--- src/rtl/crcfr_pkg.sv ---
// shared types, constants and the byte-wide crc-16/ccitt-false update
// for the channel frame receiver; no dependencies
package crcfr_pkg;

    localparam logic [15:0] CRC_INIT      = 16'hFFFF;
    localparam logic [15:0] CHANNEL_RESET = 16'd6;
    localparam logic [2:0]  FRAME_LEN     = 3'd6;
    localparam logic [2:0]  POS_SAT       = 3'd7;
    localparam logic [2:0]  POS_CRC_END   = 3'd4;
    localparam logic [2:0]  POS_CHAN_LO   = 3'd2;
    localparam logic [2:0]  POS_CHAN_HI   = 3'd3;
    localparam logic [2:0]  POS_CRC_LO    = 3'd4;
    localparam logic [2:0]  POS_CRC_HI    = 3'd5;

    localparam logic [1:0] ST_ACCEPTED   = 2'd0;
    localparam logic [1:0] ST_BAD_LENGTH = 2'd1;
    localparam logic [1:0] ST_BAD_CRC    = 2'd2;

    typedef struct packed {
        logic [7:0] data_byte;
        logic       last_byte;
    } in_item_t;

    typedef struct packed {
        logic [1:0]  frame_status;
        logic [15:0] current_channel;
        logic        channel_changed;
    } out_item_t;

    function automatic logic [15:0] crc_byte(input logic [15:0] crc, input logic [7:0] b);
        logic [7:0] x;
        x = crc[15:8] ^ b;
        x = x ^ {4'd0, x[7:4]};
        return {crc[7:0], 8'd0} ^ {x[3:0], 12'd0} ^ {3'd0, x, 5'd0} ^ {8'd0, x};
    endfunction

endpackage

--- src/rtl/crcfr_frame_core.sv ---
// frame state, crc accumulation and frame decision for one byte per step
// depends on crcfr_pkg
module crcfr_frame_core (
    input  logic                aclk,
    input  logic                aresetn,
    input  logic                step,
    input  crcfr_pkg::in_item_t item,
    output crcfr_pkg::out_item_t result
);

    logic [15:0] crc_reg;
    logic [2:0]  pos_reg;
    logic [15:0] chan_reg;
    logic [15:0] rcrc_reg;
    logic [15:0] stored_reg;

    logic [15:0] crc_next;
    logic [2:0]  pos_next;
    logic [15:0] chan_next;
    logic [15:0] rcrc_next;
    logic [15:0] stored_next;
    logic [1:0]  status;
    logic        changed;

    always_comb begin
        crc_next  = (pos_reg < crcfr_pkg::POS_CRC_END)
                  ? crcfr_pkg::crc_byte(crc_reg, item.data_byte)
                  : crc_reg;
        chan_next = chan_reg;
        rcrc_next = rcrc_reg;
        case (pos_reg)
            crcfr_pkg::POS_CHAN_LO: chan_next = {chan_reg[15:8], item.data_byte};
            crcfr_pkg::POS_CHAN_HI: chan_next = {item.data_byte, chan_reg[7:0]};
            crcfr_pkg::POS_CRC_LO:  rcrc_next = {rcrc_reg[15:8], item.data_byte};
            crcfr_pkg::POS_CRC_HI:  rcrc_next = {item.data_byte, rcrc_reg[7:0]};
            default: ;
        endcase
        pos_next = (pos_reg == crcfr_pkg::POS_SAT) ? pos_reg : pos_reg + 3'd1;

        changed = 1'b0;
        if (pos_next != crcfr_pkg::FRAME_LEN) begin
            status = crcfr_pkg::ST_BAD_LENGTH;
        end else if (crc_next != rcrc_next) begin
            status = crcfr_pkg::ST_BAD_CRC;
        end else begin
            status  = crcfr_pkg::ST_ACCEPTED;
            changed = (stored_reg != chan_next);
        end
        stored_next = changed ? chan_next : stored_reg;

        result.frame_status    = status;
        result.current_channel = stored_next;
        result.channel_changed = changed;
    end

    always_ff @(posedge aclk) begin
        if (!aresetn) begin
            crc_reg    <= crcfr_pkg::CRC_INIT;
            pos_reg    <= 3'd0;
            chan_reg   <= 16'd0;
            rcrc_reg   <= 16'd0;
            stored_reg <= crcfr_pkg::CHANNEL_RESET;
        end else if (step) begin
            if (item.last_byte) begin
                crc_reg    <= crcfr_pkg::CRC_INIT;
                pos_reg    <= 3'd0;
                chan_reg   <= 16'd0;
                rcrc_reg   <= 16'd0;
                stored_reg <= stored_next;
            end else begin
                crc_reg  <= crc_next;
                pos_reg  <= pos_next;
                chan_reg <= chan_next;
                rcrc_reg <= rcrc_next;
            end
        end
    end

`ifndef SYNTHESIS
    a_frame_end_clears: assert property (@(posedge aclk) disable iff (!aresetn)
        step && item.last_byte |=> pos_reg == 3'd0 && crc_reg == crcfr_pkg::CRC_INIT)
        else $error("frame state not cleared after last byte");
    a_stored_only_at_end: assert property (@(posedge aclk) disable iff (!aresetn)
        $past(aresetn) && !$stable(stored_reg) |-> $past(step && item.last_byte))
        else $error("stored channel changed outside a frame end");
    a_changed_means_accepted: assert property (@(posedge aclk) disable iff (!aresetn)
        result.channel_changed |-> result.frame_status == crcfr_pkg::ST_ACCEPTED)
        else $error("channel changed on a rejected frame");
    a_short_frame: assert property (@(posedge aclk) disable iff (!aresetn)
        pos_reg < crcfr_pkg::POS_CRC_HI |-> result.frame_status == crcfr_pkg::ST_BAD_LENGTH)
        else $error("short frame not reported as wrong length");
`endif

endmodule

--- src/rtl/crc16_channel_frame_receiver.sv ---
// channel-set frame receiver with crc-16/ccitt-false check, top level
// depends on crcfr_pkg and crcfr_frame_core
//
// usage:
//   s_ channel: one frame byte per transaction (s_data.data_byte) with
//   s_data.last_byte marking the final byte of a frame.
//   m_ channel: one transaction per frame, issued for its final byte, with
//   frame_status (accepted, wrong length, crc mismatch), the stored channel
//   after the frame and a flag set when an accepted frame changed it.
//   a valid frame is six bytes: id, channel, crc, each low byte first; the
//   crc covers the first four bytes.
// throughput: one byte per cycle, sustained, while m_ready is high.
// path: a final byte passes one input register, then the crc update and
//   frame decision feed the result register, which drives m_valid.
// stall: while a result waits on m_ready, non-final bytes keep flowing;
//   a final byte holds in the input register until the result register
//   frees, and s_ready drops behind it.
// reset: aresetn, synchronous, active low; clears the frame state, empties
//   both registers and sets the stored channel to 6.
module crc16_channel_frame_receiver (
    input  logic                 aclk,
    input  logic                 aresetn,
    input  logic                 s_valid,
    output logic                 s_ready,
    input  crcfr_pkg::in_item_t  s_data,
    output logic                 m_valid,
    input  logic                 m_ready,
    output crcfr_pkg::out_item_t m_data
);

    logic                 in_valid_reg;
    crcfr_pkg::in_item_t  in_item_reg;
    logic                 m_valid_reg;
    crcfr_pkg::out_item_t m_data_reg;

    logic                 out_free;
    logic                 step;
    crcfr_pkg::out_item_t result;

    assign out_free = !m_valid_reg || m_ready;
    assign step     = in_valid_reg && (!in_item_reg.last_byte || out_free);
    assign s_ready  = !in_valid_reg || step;
    assign m_valid  = m_valid_reg;
    assign m_data   = m_data_reg;

    crcfr_frame_core u_core (
        .aclk    (aclk),
        .aresetn (aresetn),
        .step    (step),
        .item    (in_item_reg),
        .result  (result)
    );

    always_ff @(posedge aclk) begin
        if (!aresetn) begin
            in_valid_reg <= 1'b0;
        end else if (s_ready) begin
            in_valid_reg <= s_valid;
        end
    end

    always_ff @(posedge aclk) begin
        if (s_ready && s_valid) begin
            in_item_reg <= s_data;
        end
    end

    always_ff @(posedge aclk) begin
        if (!aresetn) begin
            m_valid_reg <= 1'b0;
        end else if (step && in_item_reg.last_byte) begin
            m_valid_reg <= 1'b1;
        end else if (m_ready) begin
            m_valid_reg <= 1'b0;
        end
    end

    always_ff @(posedge aclk) begin
        if (step && in_item_reg.last_byte) begin
            m_data_reg <= result;
        end
    end

`ifndef SYNTHESIS
    a_no_overwrite: assert property (@(posedge aclk) disable iff (!aresetn)
        m_valid_reg && !m_ready |-> !(step && in_item_reg.last_byte))
        else $error("result overwritten while stalled");
    a_status_legal: assert property (@(posedge aclk) disable iff (!aresetn)
        m_valid |-> m_data.frame_status != 2'd3)
        else $error("illegal frame status");
    a_last_needs_room: assert property (@(posedge aclk) disable iff (!aresetn)
        in_valid_reg && in_item_reg.last_byte && !out_free |-> !s_ready)
        else $error("input taken while final byte blocked");
`endif

endmodule
--- config.mk ---
export PLATFORM = sky130hd
export DESIGN_NAME = crc16_channel_frame_receiver
export DESIGN_NICKNAME = d
export VERILOG_FILES = /design/src/rtl/crcfr_pkg.sv /design/src/rtl/crcfr_frame_core.sv /design/src/rtl/crc16_channel_frame_receiver.sv
export SDC_FILE = /design/constraint.sdc
export NUM_CORES = 1
export LEC_CHECK = 0
export ABC_AREA = 1
export BUFFER_PORTS_ARGS = -buffer_cell sky130_fd_sc_hd__buf_2
export CAP_MARGIN = 20
export CORE_ASPECT_RATIO = 1.5
export CORE_UTILIZATION = 45
export DETAILED_ROUTE_END_ITERATION = 7
export RECOVER_POWER = 25
export SLEW_MARGIN = 40
export SYNTH_ARGS = -nofsm -noshare
export SYNTH_HDL_FRONTEND = slang
export SYNTH_SLANG_ARGS = --single-unit
--- constraint.sdc ---
create_clock -name aclk -period 3.62 [get_ports aclk]
set_input_delay 0.905 -clock aclk [delete_from_list [all_inputs] [get_ports aclk]]
set_output_delay 0.905 -clock aclk [all_outputs]
set_load 0.01 [all_outputs]
## Word-level counts from Yosys, hierarchy flattened

Cells that the tools add are included.

- Bits in registers: 97
- Input port bits: 13
- Output and inout bits: 21
- Logic and storage cells: 52

- $add $sub $neg: 1
- $lt $le $gt $ge: 1
- Eq/ne operators: 8
- Mux-type cells: 14
- Bitwise operators: 5
- Reduce and logical (&&, ||, !) cells: 11

Operator list:

| kind | count |
|---|---|
| $mux W16 | 5 |
| $pmux W16 S2 | 2 |
| $ne A16 B16 Y1 | 2 |
| $xor A16 B13 Y16 | 1 |
| $xor A16 B16 Y16 | 1 |
| $xor A16 B8 Y16 | 1 |
| $eq A3 B3 Y1 const B | 3 |
| $xor A8 B4 Y8 | 1 |
| $xor A8 B8 Y8 | 1 |
| $eq A3 B2 Y1 const B | 2 |
| $mux W3 | 2 |
| $mux W1 | 4 |
| $add A3 B1 Y3 const B | 1 |
| $logic_and A1 B1 Y1 | 3 |
| $logic_not A1 Y1 | 3 |
| $logic_or A1 B1 Y1 | 3 |
| $lt A3 B3 Y1 const B | 1 |
| $ne A3 B3 Y1 const B | 1 |
| $mux W2 | 1 |
| $reduce_and A2 Y1 | 1 |
| $reduce_bool A2 Y1 | 1 |

## Logic depth before layout (Yosys ltp)

Gate-level depths: netlist of run 1.

- Depth in word-level cells: 10
- Mapped depth: 21
- Mapped depth without buffers: 19

## Hierarchy

From an unflattened synthesis of run 1, not the netlist that was laid out.

- Cells, all modules: 802
- Area, all modules: 5383.9 µm²

Modules (own cells, without submodules):

| module | times used | cells an instance | area an instance (µm²) | seq. area each (µm²) |
|---|---|---|---|---|
| crcfr_frame_core | 1 | 755 | 4421.7 | 1341.3 |
| crc16_channel_frame_receiver | 1 | 47 | 962.2 | 880.8 |

## Worst setup path before layout of run 1

OpenSTA, ideal clock, no wires.

- Kind: reg-to-reg
- Start: reg u_core.pos_reg[1]
- End: reg m_data_reg (netlist bit m_data[10]), data pin
- Arrival: 2.268 ns
- Required time: 3.365 ns
- Slack: 1.098 ns
- Cell stages (with the launch flop): 19
- Period minus slack after synthesis: 2.522 ns
- Cell sequence: dfxtp_1 > buf_6 > inv_4 > ha_1 > buf_2 > inv_1 > nand2_2 > nand2_1 > nand2_1 > nand2_1 > nand2_1 > nor2_1 > nand2_1 > nor2_1 > nand2_2 > nor2_8 > buf_2 > nand4_1 > and2_1

RTL lines:

| what | line | text |
|---|---|---|
| from (decl) | crcfr_frame_core.sv:12 | `logic [2:0] pos_reg;` |
| from (signal assigned) | crcfr_frame_core.sv:72 | `pos_reg <= pos_next;` |
| to (signal assigned) | crc16_channel_frame_receiver.sv:80 | `m_data_reg <= result;` |
| to (decl) | crc16_channel_frame_receiver.sv:34 | `crcfr_pkg::out_item_t m_data_reg;` |

==> results of run 1 <==
## metrics by stage
step	setup slack [ns]	utilization, %	cells	cell area, um2	hold WS [ns]
finish	0.5032	50.96	1012	6186	0.4662
global route	0.2612	50.96	1012	6186	0.4801
CTS	0.5053	51.14	1012	6208	0.4673
detailed placement	0.5230	48.52	996	5889	0.4573
global placement	0.5666	48.50	996	5887	0.4510
floorplan	1.098	-	838	5670	0.4450
## cells by family after synthesis
kind of cell	synth area share (%)
simple gates	40.31
buf+inv	10.13
flops	39.19
compound gates	8.849
fa+ha+maj	0.8826
xor+xnor	0.4635
mux	0.1765
## power by group through the flow
stage / combinational, mW / sequential [mW] / clock (mW)
global route: 0.295 / 1.17 / 1.11
floorplan: 0.190 / 1.18 / 0
finish: 0.260 / 1.17 / 1.04
global placement: 0.257 / 1.19 / 0
CTS: 0.261 / 1.17 / 1.07
detailed placement: 0.260 / 1.19 / 0
## worst min-delay path: cells and delay by family, from the launching register on
| kind | cells | cell delay (ns) |
|---|---|---|
| AO/OA/AOI/OAI | 1 | 0.05 |
| flip-flops | 1 | 0.31 |
| AND/OR/NAND/NOR | 1 | 0.06 |
## cell type report
type / instances / share of cell area [%]
clock buffers: 10 / 3.701
clock inverters: 6 / 1.456
inverters: 95 / 5.886
multi-input cells: 609 / 46.54
flip-flops and latches: 97 / 35.92
well taps: 153 / 3.095
repair buffers: 42 / 3.398
## routing by layer
metal  track usage (%)  part of all wire [%]
met4             12.06                   4.4
met1             27.37                    40
met3             3.388                   2.9
met5                 0                     0
met2             44.47                    52
## cell usage in the layout (no fill, tap or decap), types with 2 or more instances in the layout
cell / count
xnor2_1: 2
buf_4: 8
nand3b_1: 2
inv_6: 3
nor2_1: 16
clkbuf_16: 9
edfxtp_1: 28
clkbuf_1: 17
nor2_4: 2
inv_1: 93
nand3_2: 4
o211ai_1: 12
nand3_4: 3
ha_1: 4
o21ai_0: 14
a21oi_1: 47
nand2_2: 12
nand3_1: 99
dfxtp_1: 69
nor2_8: 2
nand4_1: 24
o21ai_1: 15
nand2_1: 327
and2_1: 14
buf_2: 18
nor2_2: 3
bufinv_16: 2
## path summary, 6_finish.rpt
path                                    startpoint                 end  slack (ns)  cells after the start
worst min register to register  u_core.chan_reg[2]  u_core.chan_reg[2]        0.47                      2
worst max register to register   u_core.pos_reg[1]           m_data[7]        0.50                     16
worst max-delay path             u_core.pos_reg[1]           m_data[7]        0.50                     16
worst min-delay path            u_core.chan_reg[2]  u_core.chan_reg[2]        0.47                      2
==> metrics.txt, run 1 <==
port bufs 33; row cnt 49; ys async rst share 0%; DIE AREA 0.01306 mm2; remaining antenna violation count 0; Die Y-Extent 139.5 um; first-pass GRT wire length 24940 um; max FFs per register 19; Netlist Area Pre-Place 0.005670 mm2; Die Wd 93.66 um; count of different cell masters after synthesis 35; final hold viol count 0; setup TNS 0 ns; initial antenna violation count 0; Antenna Cells 0; mean area per synthesized cell 6.767 um2; Pwr Density 399.2 mW/mm2; Final Power 2.470 mW; # setup viols final 0; crit-path max cell delay 0.59 ns; CTS tree built; max-cap violations 0; core area 0.01214 mm2; number of synthesized flops with an enable pin 28; RSZ-0062 raised after global routing false; DRT Pass-1 Iters 5; crit path capture type flip-flop; FILL cells 1248; Num Clock Sinks 97; sequential share of power 47.4%; critical path peak fanout 12; area of the multi-input gates 0.002879 mm2; top_reg_cell synth dfxtp_1; Int Pwr 1.825 mW; Critical path buffers and inverters 3; cts repair resizes 0; Vias 5357; Final HPWL DP 11250 um; # DRC 0; logic gate share of total power 10.5%; post-synth top area cell dfxtp_1; Register Area 0.002222 mm2; CTS Buf Count 9; Slew Limit Fails 0; routability cong. 0.9763; status complete, no violations; Overflow after GRT 0; routed len/inst 14.92 um; Net Sw Power 0.6447 mW; Clock Skews 0.007586 ns; clock network power share 42.1%; 1st-iter DRT viols 259; Clk Latency, worst-skew pair 0.35 ns; Post-Syn Nets 855; Worst path slowest cell dfxtp_1; io pins 34; CP cell instances ha_1, inv_1, nand3_4, nand2_1, nand2_1, inv_1, nand2_1, nand2_1, nand2_1, nor2_1, nand2_1, nor2_1, nor2_2, buf_4, nand4_1, and2_1; WS Path Type flip-flop to flip-flop; Switching Fraction 26.11%; Clock Path Buffers 2; Final period util 86.10%; most frequent cell on the critical path nand2_1; vias in the first global route 5052; Layout area overhead 9.091%; Warnings, synthesis 0; cts hold-fix bufs 0; Crit path max-delay family simple AND/OR/NAND/NOR gates; Initial Util 46.71%; register area share after synthesis 39.19%; area share of the largest cell type after synthesis 24.36%; Worst Path Required 3.72 ns; share of post-route cells with drive strength above 1 8.265%; Post-synth top cells nand2_1, nand3_1, inv_1; Worst IR Drop VDD 0.0002175 V; Mapped Cells 838; Tightest Pin Transition 1.183 ns; clock root cell clkbuf_16; Synth area leaders dfxtp_1, nand2_1, edfxtp_1; total track usage 24.48%; Vias/cell 5.293; # nets final 871; fmax 0.3208 GHz; postcts setup bufs 0; CP Data Arrival Time 3.22 ns; startpoint types flip-flop; WL final 15100 um; relative slew slack 21.02%; largest net degree at the start of global routing 46; htree depth 3; Synth Register Bits 97; count leader, synth nand2_1; clock-pin slew on the worst setup and hold paths 0.07 ns; Hold Crit Class flip-flop to flip-flop; Leak 2.797 nW; Tmin final 3.117 ns
Power figures use the tool's default switching activity.
==> run 2, diff against run 1 <==
--- a/config.mk
+++ b/config.mk
@@ -8,11 +8,15 @@
 export ABC_AREA = 1
 export BUFFER_PORTS_ARGS = -buffer_cell sky130_fd_sc_hd__buf_2
 export CAP_MARGIN = 20
+export CELL_PAD_IN_SITES_DETAIL_PLACEMENT = 0
+export CELL_PAD_IN_SITES_GLOBAL_PLACEMENT = 2
 export CORE_ASPECT_RATIO = 1.5
-export CORE_UTILIZATION = 45
+export CORE_UTILIZATION = 34
 export DETAILED_ROUTE_END_ITERATION = 7
+export PLACE_DENSITY_LB_ADDON = 0.1
 export RECOVER_POWER = 25
 export SLEW_MARGIN = 40
 export SYNTH_ARGS = -nofsm -noshare
 export SYNTH_HDL_FRONTEND = slang
+export SYNTH_HIERARCHICAL = 1
 export SYNTH_SLANG_ARGS = --single-unit
==> run 2 against run 1 <==
  * Final area down 2.6%
  * Largest power group unchanged
  * Critical endpoint is now m_data[8]
  * Via count down 4.0%
  * Critical path type unchanged
  * Clock skew up 0.0031 ns
  * Power down 2.5%
  * Die area up 25%
  * Combinational power up 2%
==> metrics.txt, run 2 <==
clock network power share 40.4% (was 42.1%); count leader, synth nand2_1 (unchanged); logic gate share of total power 11.1% (was 10.5%); Leak 2.712 nW (was 2.797 nW); final hold viol count 0 (unchanged); htree depth 3 (unchanged); post-synthesis mux area share 0.1859% (was 0.1765%); Layout area overhead 11.95% (was 9.091%); cts hold-fix bufs 0 (unchanged); setup TNS 0 ns (unchanged); Overflow after GRT 0 (unchanged); # nets final 846 (was 871); cts repair resizes 0 (unchanged); Clock Skews 0.01073 ns (was 0.007586 ns); critical path peak fanout 10 (was 12); Tmin final 3.107 ns (was 3.117 ns); postcts setup bufs 0 (unchanged); Num Clock Sinks 97 (unchanged); Netlist Area Pre-Place 0.005384 mm2 (was 0.005670 mm2); share of post-route cells with drive strength above 1 6.835% (was 8.265%); core area 0.01555 mm2 (was 0.01214 mm2); crit-path max cell delay 0.48 ns (was 0.59 ns); relative slew slack 52.77% (was 21.02%); Hold Crit Class flip-flop to flip-flop (unchanged); reg2reg path depth 15 (was 16); Compound-Gate Fraction of Synth Area 10.81% (was 8.848%); Clock Path Buffers 2 (unchanged); port bufs 33 (unchanged); WS Path Type flip-flop to flip-flop (unchanged); cell total after placement 1021 (was 996); number of synthesized flops with an enable pin 28 (unchanged); Int Pwr 1.714 mW (was 1.825 mW); final worst slack 0.5134 ns (was 0.5032 ns); Worst path slowest cell dfxtp_1 (unchanged); io pins 34 (unchanged); vias in the first global route 4861 (was 5052); max FFs per register 19 (unchanged); DIE AREA 0.01635 mm2 (was 0.01306 mm2); Clk Latency, worst-skew pair 0.35 ns (about the same); clock-pin slew on the worst setup and hold paths 0.08 ns (was 0.07 ns); Setup WS pre-CTS 0.5116 ns (was 0.5230 ns); # setup viols final 0 (unchanged); Initial Util 34.61% (was 46.71%); row cnt 56 (was 49); Final period util 85.82% (was 86.10%); # DRC 0 (unchanged); Vias/cell 4.959 (was 5.293); CP Data Arrival Time 3.21 ns (was 3.22 ns); Tightest Pin Transition 0.7041 ns (was 1.183 ns); post-synthesis adder-cell area fraction 0.9296% (was 0.8826%); max-cap violations 0 (unchanged); mean area per synthesized cell 6.713 um2 (was 6.767 um2); Worst Path Required 3.72 ns (about the same); DRT Pass-1 Iters 4 (was 5); most frequent cell on the critical path nand2_1 (unchanged); WHS 0.4669 ns (was 0.4662 ns); Die Wd 104.7 um (was 93.66 um); WHS Path Cells 2 (unchanged); first-pass GRT wire length 27030 um (was 24940 um); leading cell type in the layout, fill and taps excluded nand2_1 (unchanged); CP cell instances inv_2, ha_1, inv_1, nand2_2, nand2_1, o21ai_1, nand3b_1, nand2_1, nand2_1, inv_1, nand2_1, nor2_4, buf_4, nand4_1, and2_1 (was ha_1, inv_1, nand3_4, nand2_1, nand2_1, inv_1, nand2_1, nand2_1, nand2_1, nor2_1, nand2_1, nor2_1, nor2_2, buf_4, nand4_1, and2_1); Synth area leaders dfxtp_1, nand2_1, edfxtp_1 (unchanged); initial antenna violation count 0 (unchanged); Warnings, synthesis 6 (was 0); CTS Buf Count 9 (unchanged); RSZ-0062 raised after global routing false (unchanged); Post-Syn Nets 819 (was 855); Slew Limit Fails 0 (unchanged); ys async rst share 0% (unchanged); routability cong. 0.8978 (was 0.9763); Antenna Cells 0 (unchanged); CTS tree built (unchanged); Post-Synth XOR/XNOR Area 0.6507% (was 0.4634%); count of different cell masters after synthesis 34 (was 35); Post-synth top cells nand2_1, inv_1, nand3_1 (was nand2_1, nand3_1, inv_1); Synth Register Bits 97 (unchanged); Die Y-Extent 156.1 um (was 139.5 um); register area share after synthesis 41.27% (was 39.19%); remaining antenna violation count 0 (unchanged); total track usage 22.28% (was 24.48%); final cell count without fillers 1037 (was 1012); largest family of logic cells by synthesized area simple AND/OR/NAND/NOR gates (unchanged); clock root cell clkbuf_16 (unchanged); 1st-iter DRT viols 263 (was 259); fmax 0.3219 GHz (was 0.3208 GHz); crit path capture type flip-flop (unchanged); Worst IR Drop VDD 0.0002095 V (was 0.0002175 V); Switching Fraction 28.78% (was 26.11%); post-synth top area cell dfxtp_1 (unchanged); area share of the largest cell type after synthesis 25.66% (was 24.36%); sequential share of power 48.5% (was 47.4%); startpoint types flip-flop (unchanged); most frequent cells in the layout nand2_1, inv_1, nand3_1, dfxtp_1, a21oi_1 (was nand2_1, nand3_1, inv_1, dfxtp_1, a21oi_1); simple-gate share of the synthesized area 36.81% (was 40.31%); Final HPWL DP 13350 um (was 11250 um); routed len/inst 16.99 um (was 14.92 um); status complete, no violations (unchanged); Net Sw Power 0.6926 mW (was 0.6447 mW); top_reg_cell synth dfxtp_1 (unchanged); Vias 5142 (was 5357); WL final 17620 um (was 15100 um); Pwr Density 399.3 mW/mm2 (was 399.2 mW/mm2); largest net degree at the start of global routing 36 (was 46); Mapped Cells 802 (was 838)
-- run 2: changes by cell type after synthesis, moves of 6 or more --
cell	before	now
o211ai_1	12	6
o21ai_0	14	37
o21ai_1	15	5
buf_2	12	6
nand3_1	99	77
nand2_2	12	2
-- run 2: final timing paths --
path	start	endpoint	slack, ns
min reg2reg	u_core/chan_reg[10]	u_core/chan_reg[10]	0.47
max	u_core/pos_reg[1]	m_data[8]	0.51
max reg2reg	u_core/pos_reg[1]	m_data[8]	0.51
min	u_core/chan_reg[10]	u_core/chan_reg[10]	0.47
-- run 2: layout make-up --
class	instances	area, um2
multi-input combinational	579	2655
timing repair buffer	45	235.2
clock inverter	6	57.56
fill	1704	9528
inverter	97	364.1
clock buffer	10	239.0
tap	203	254.0
sequential	97	2222
-- run 2: routing by layer --
| layer | global-route usage [%] | vias to the layer above | part of all wire, % |
|---|---|---|---|
| met4 | 11.47 | 0 | 4.5 |
| met5 | 0 | - | 0 |
| li1 | - | 2628 | - |
| met3 | 2.423 | 38 | 2.9 |
| met1 | 23.01 | 2364 | 38 |
| met2 | 43.74 | 112 | 54 |
-- run 2: logic make-up after synthesis --
kind of cell               after synthesis
and+or+nand+nor                        463
buffers and inverters                  126
AOI/OAI and AO/OA                      107
DFF                                     97
xor gates and xnor gates                 4
adders and majority gates                4
muxes                                    1
-- run 2: power groups by stage --
| stage | sequential [mW] | combinational [mW] | clock (mW) |
|---|---|---|---|
| floorplan | 1.18 | 0.173 | 0 |
| global placement | 1.19 | 0.270 | 0 |
| detailed placement | 1.19 | 0.270 | 0 |
| CTS | 1.17 | 0.271 | 1.01 |
| global route | 1.17 | 0.297 | 1.05 |
| finish | 1.17 | 0.266 | 0.972 |
-- run 2: stage by stage --
step                      util (%)  area (um2)  total power, mW
after CTS                    38.92        6053            2.454
after global routing         38.75        6027            2.514
final                        38.75        6027            2.407
after floorplan                  -        5384            1.356
after detailed placement     37.01        5757            1.464
after global placement       37.01        5757            1.464
-- run 2: critical path: cells and delay by family, from the launching register on --
| kind | cells | cell delay [ns] |
|---|---|---|
| adder cells (fa/ha/maj) | 1 | 0.26 |
| flip-flops | 1 | 0.48 |
| buffers and inverters | 4 | 0.59 |
| AO/OA/AOI/OAI | 1 | 0.17 |
| AND/OR/NAND/NOR | 9 | 1.37 |
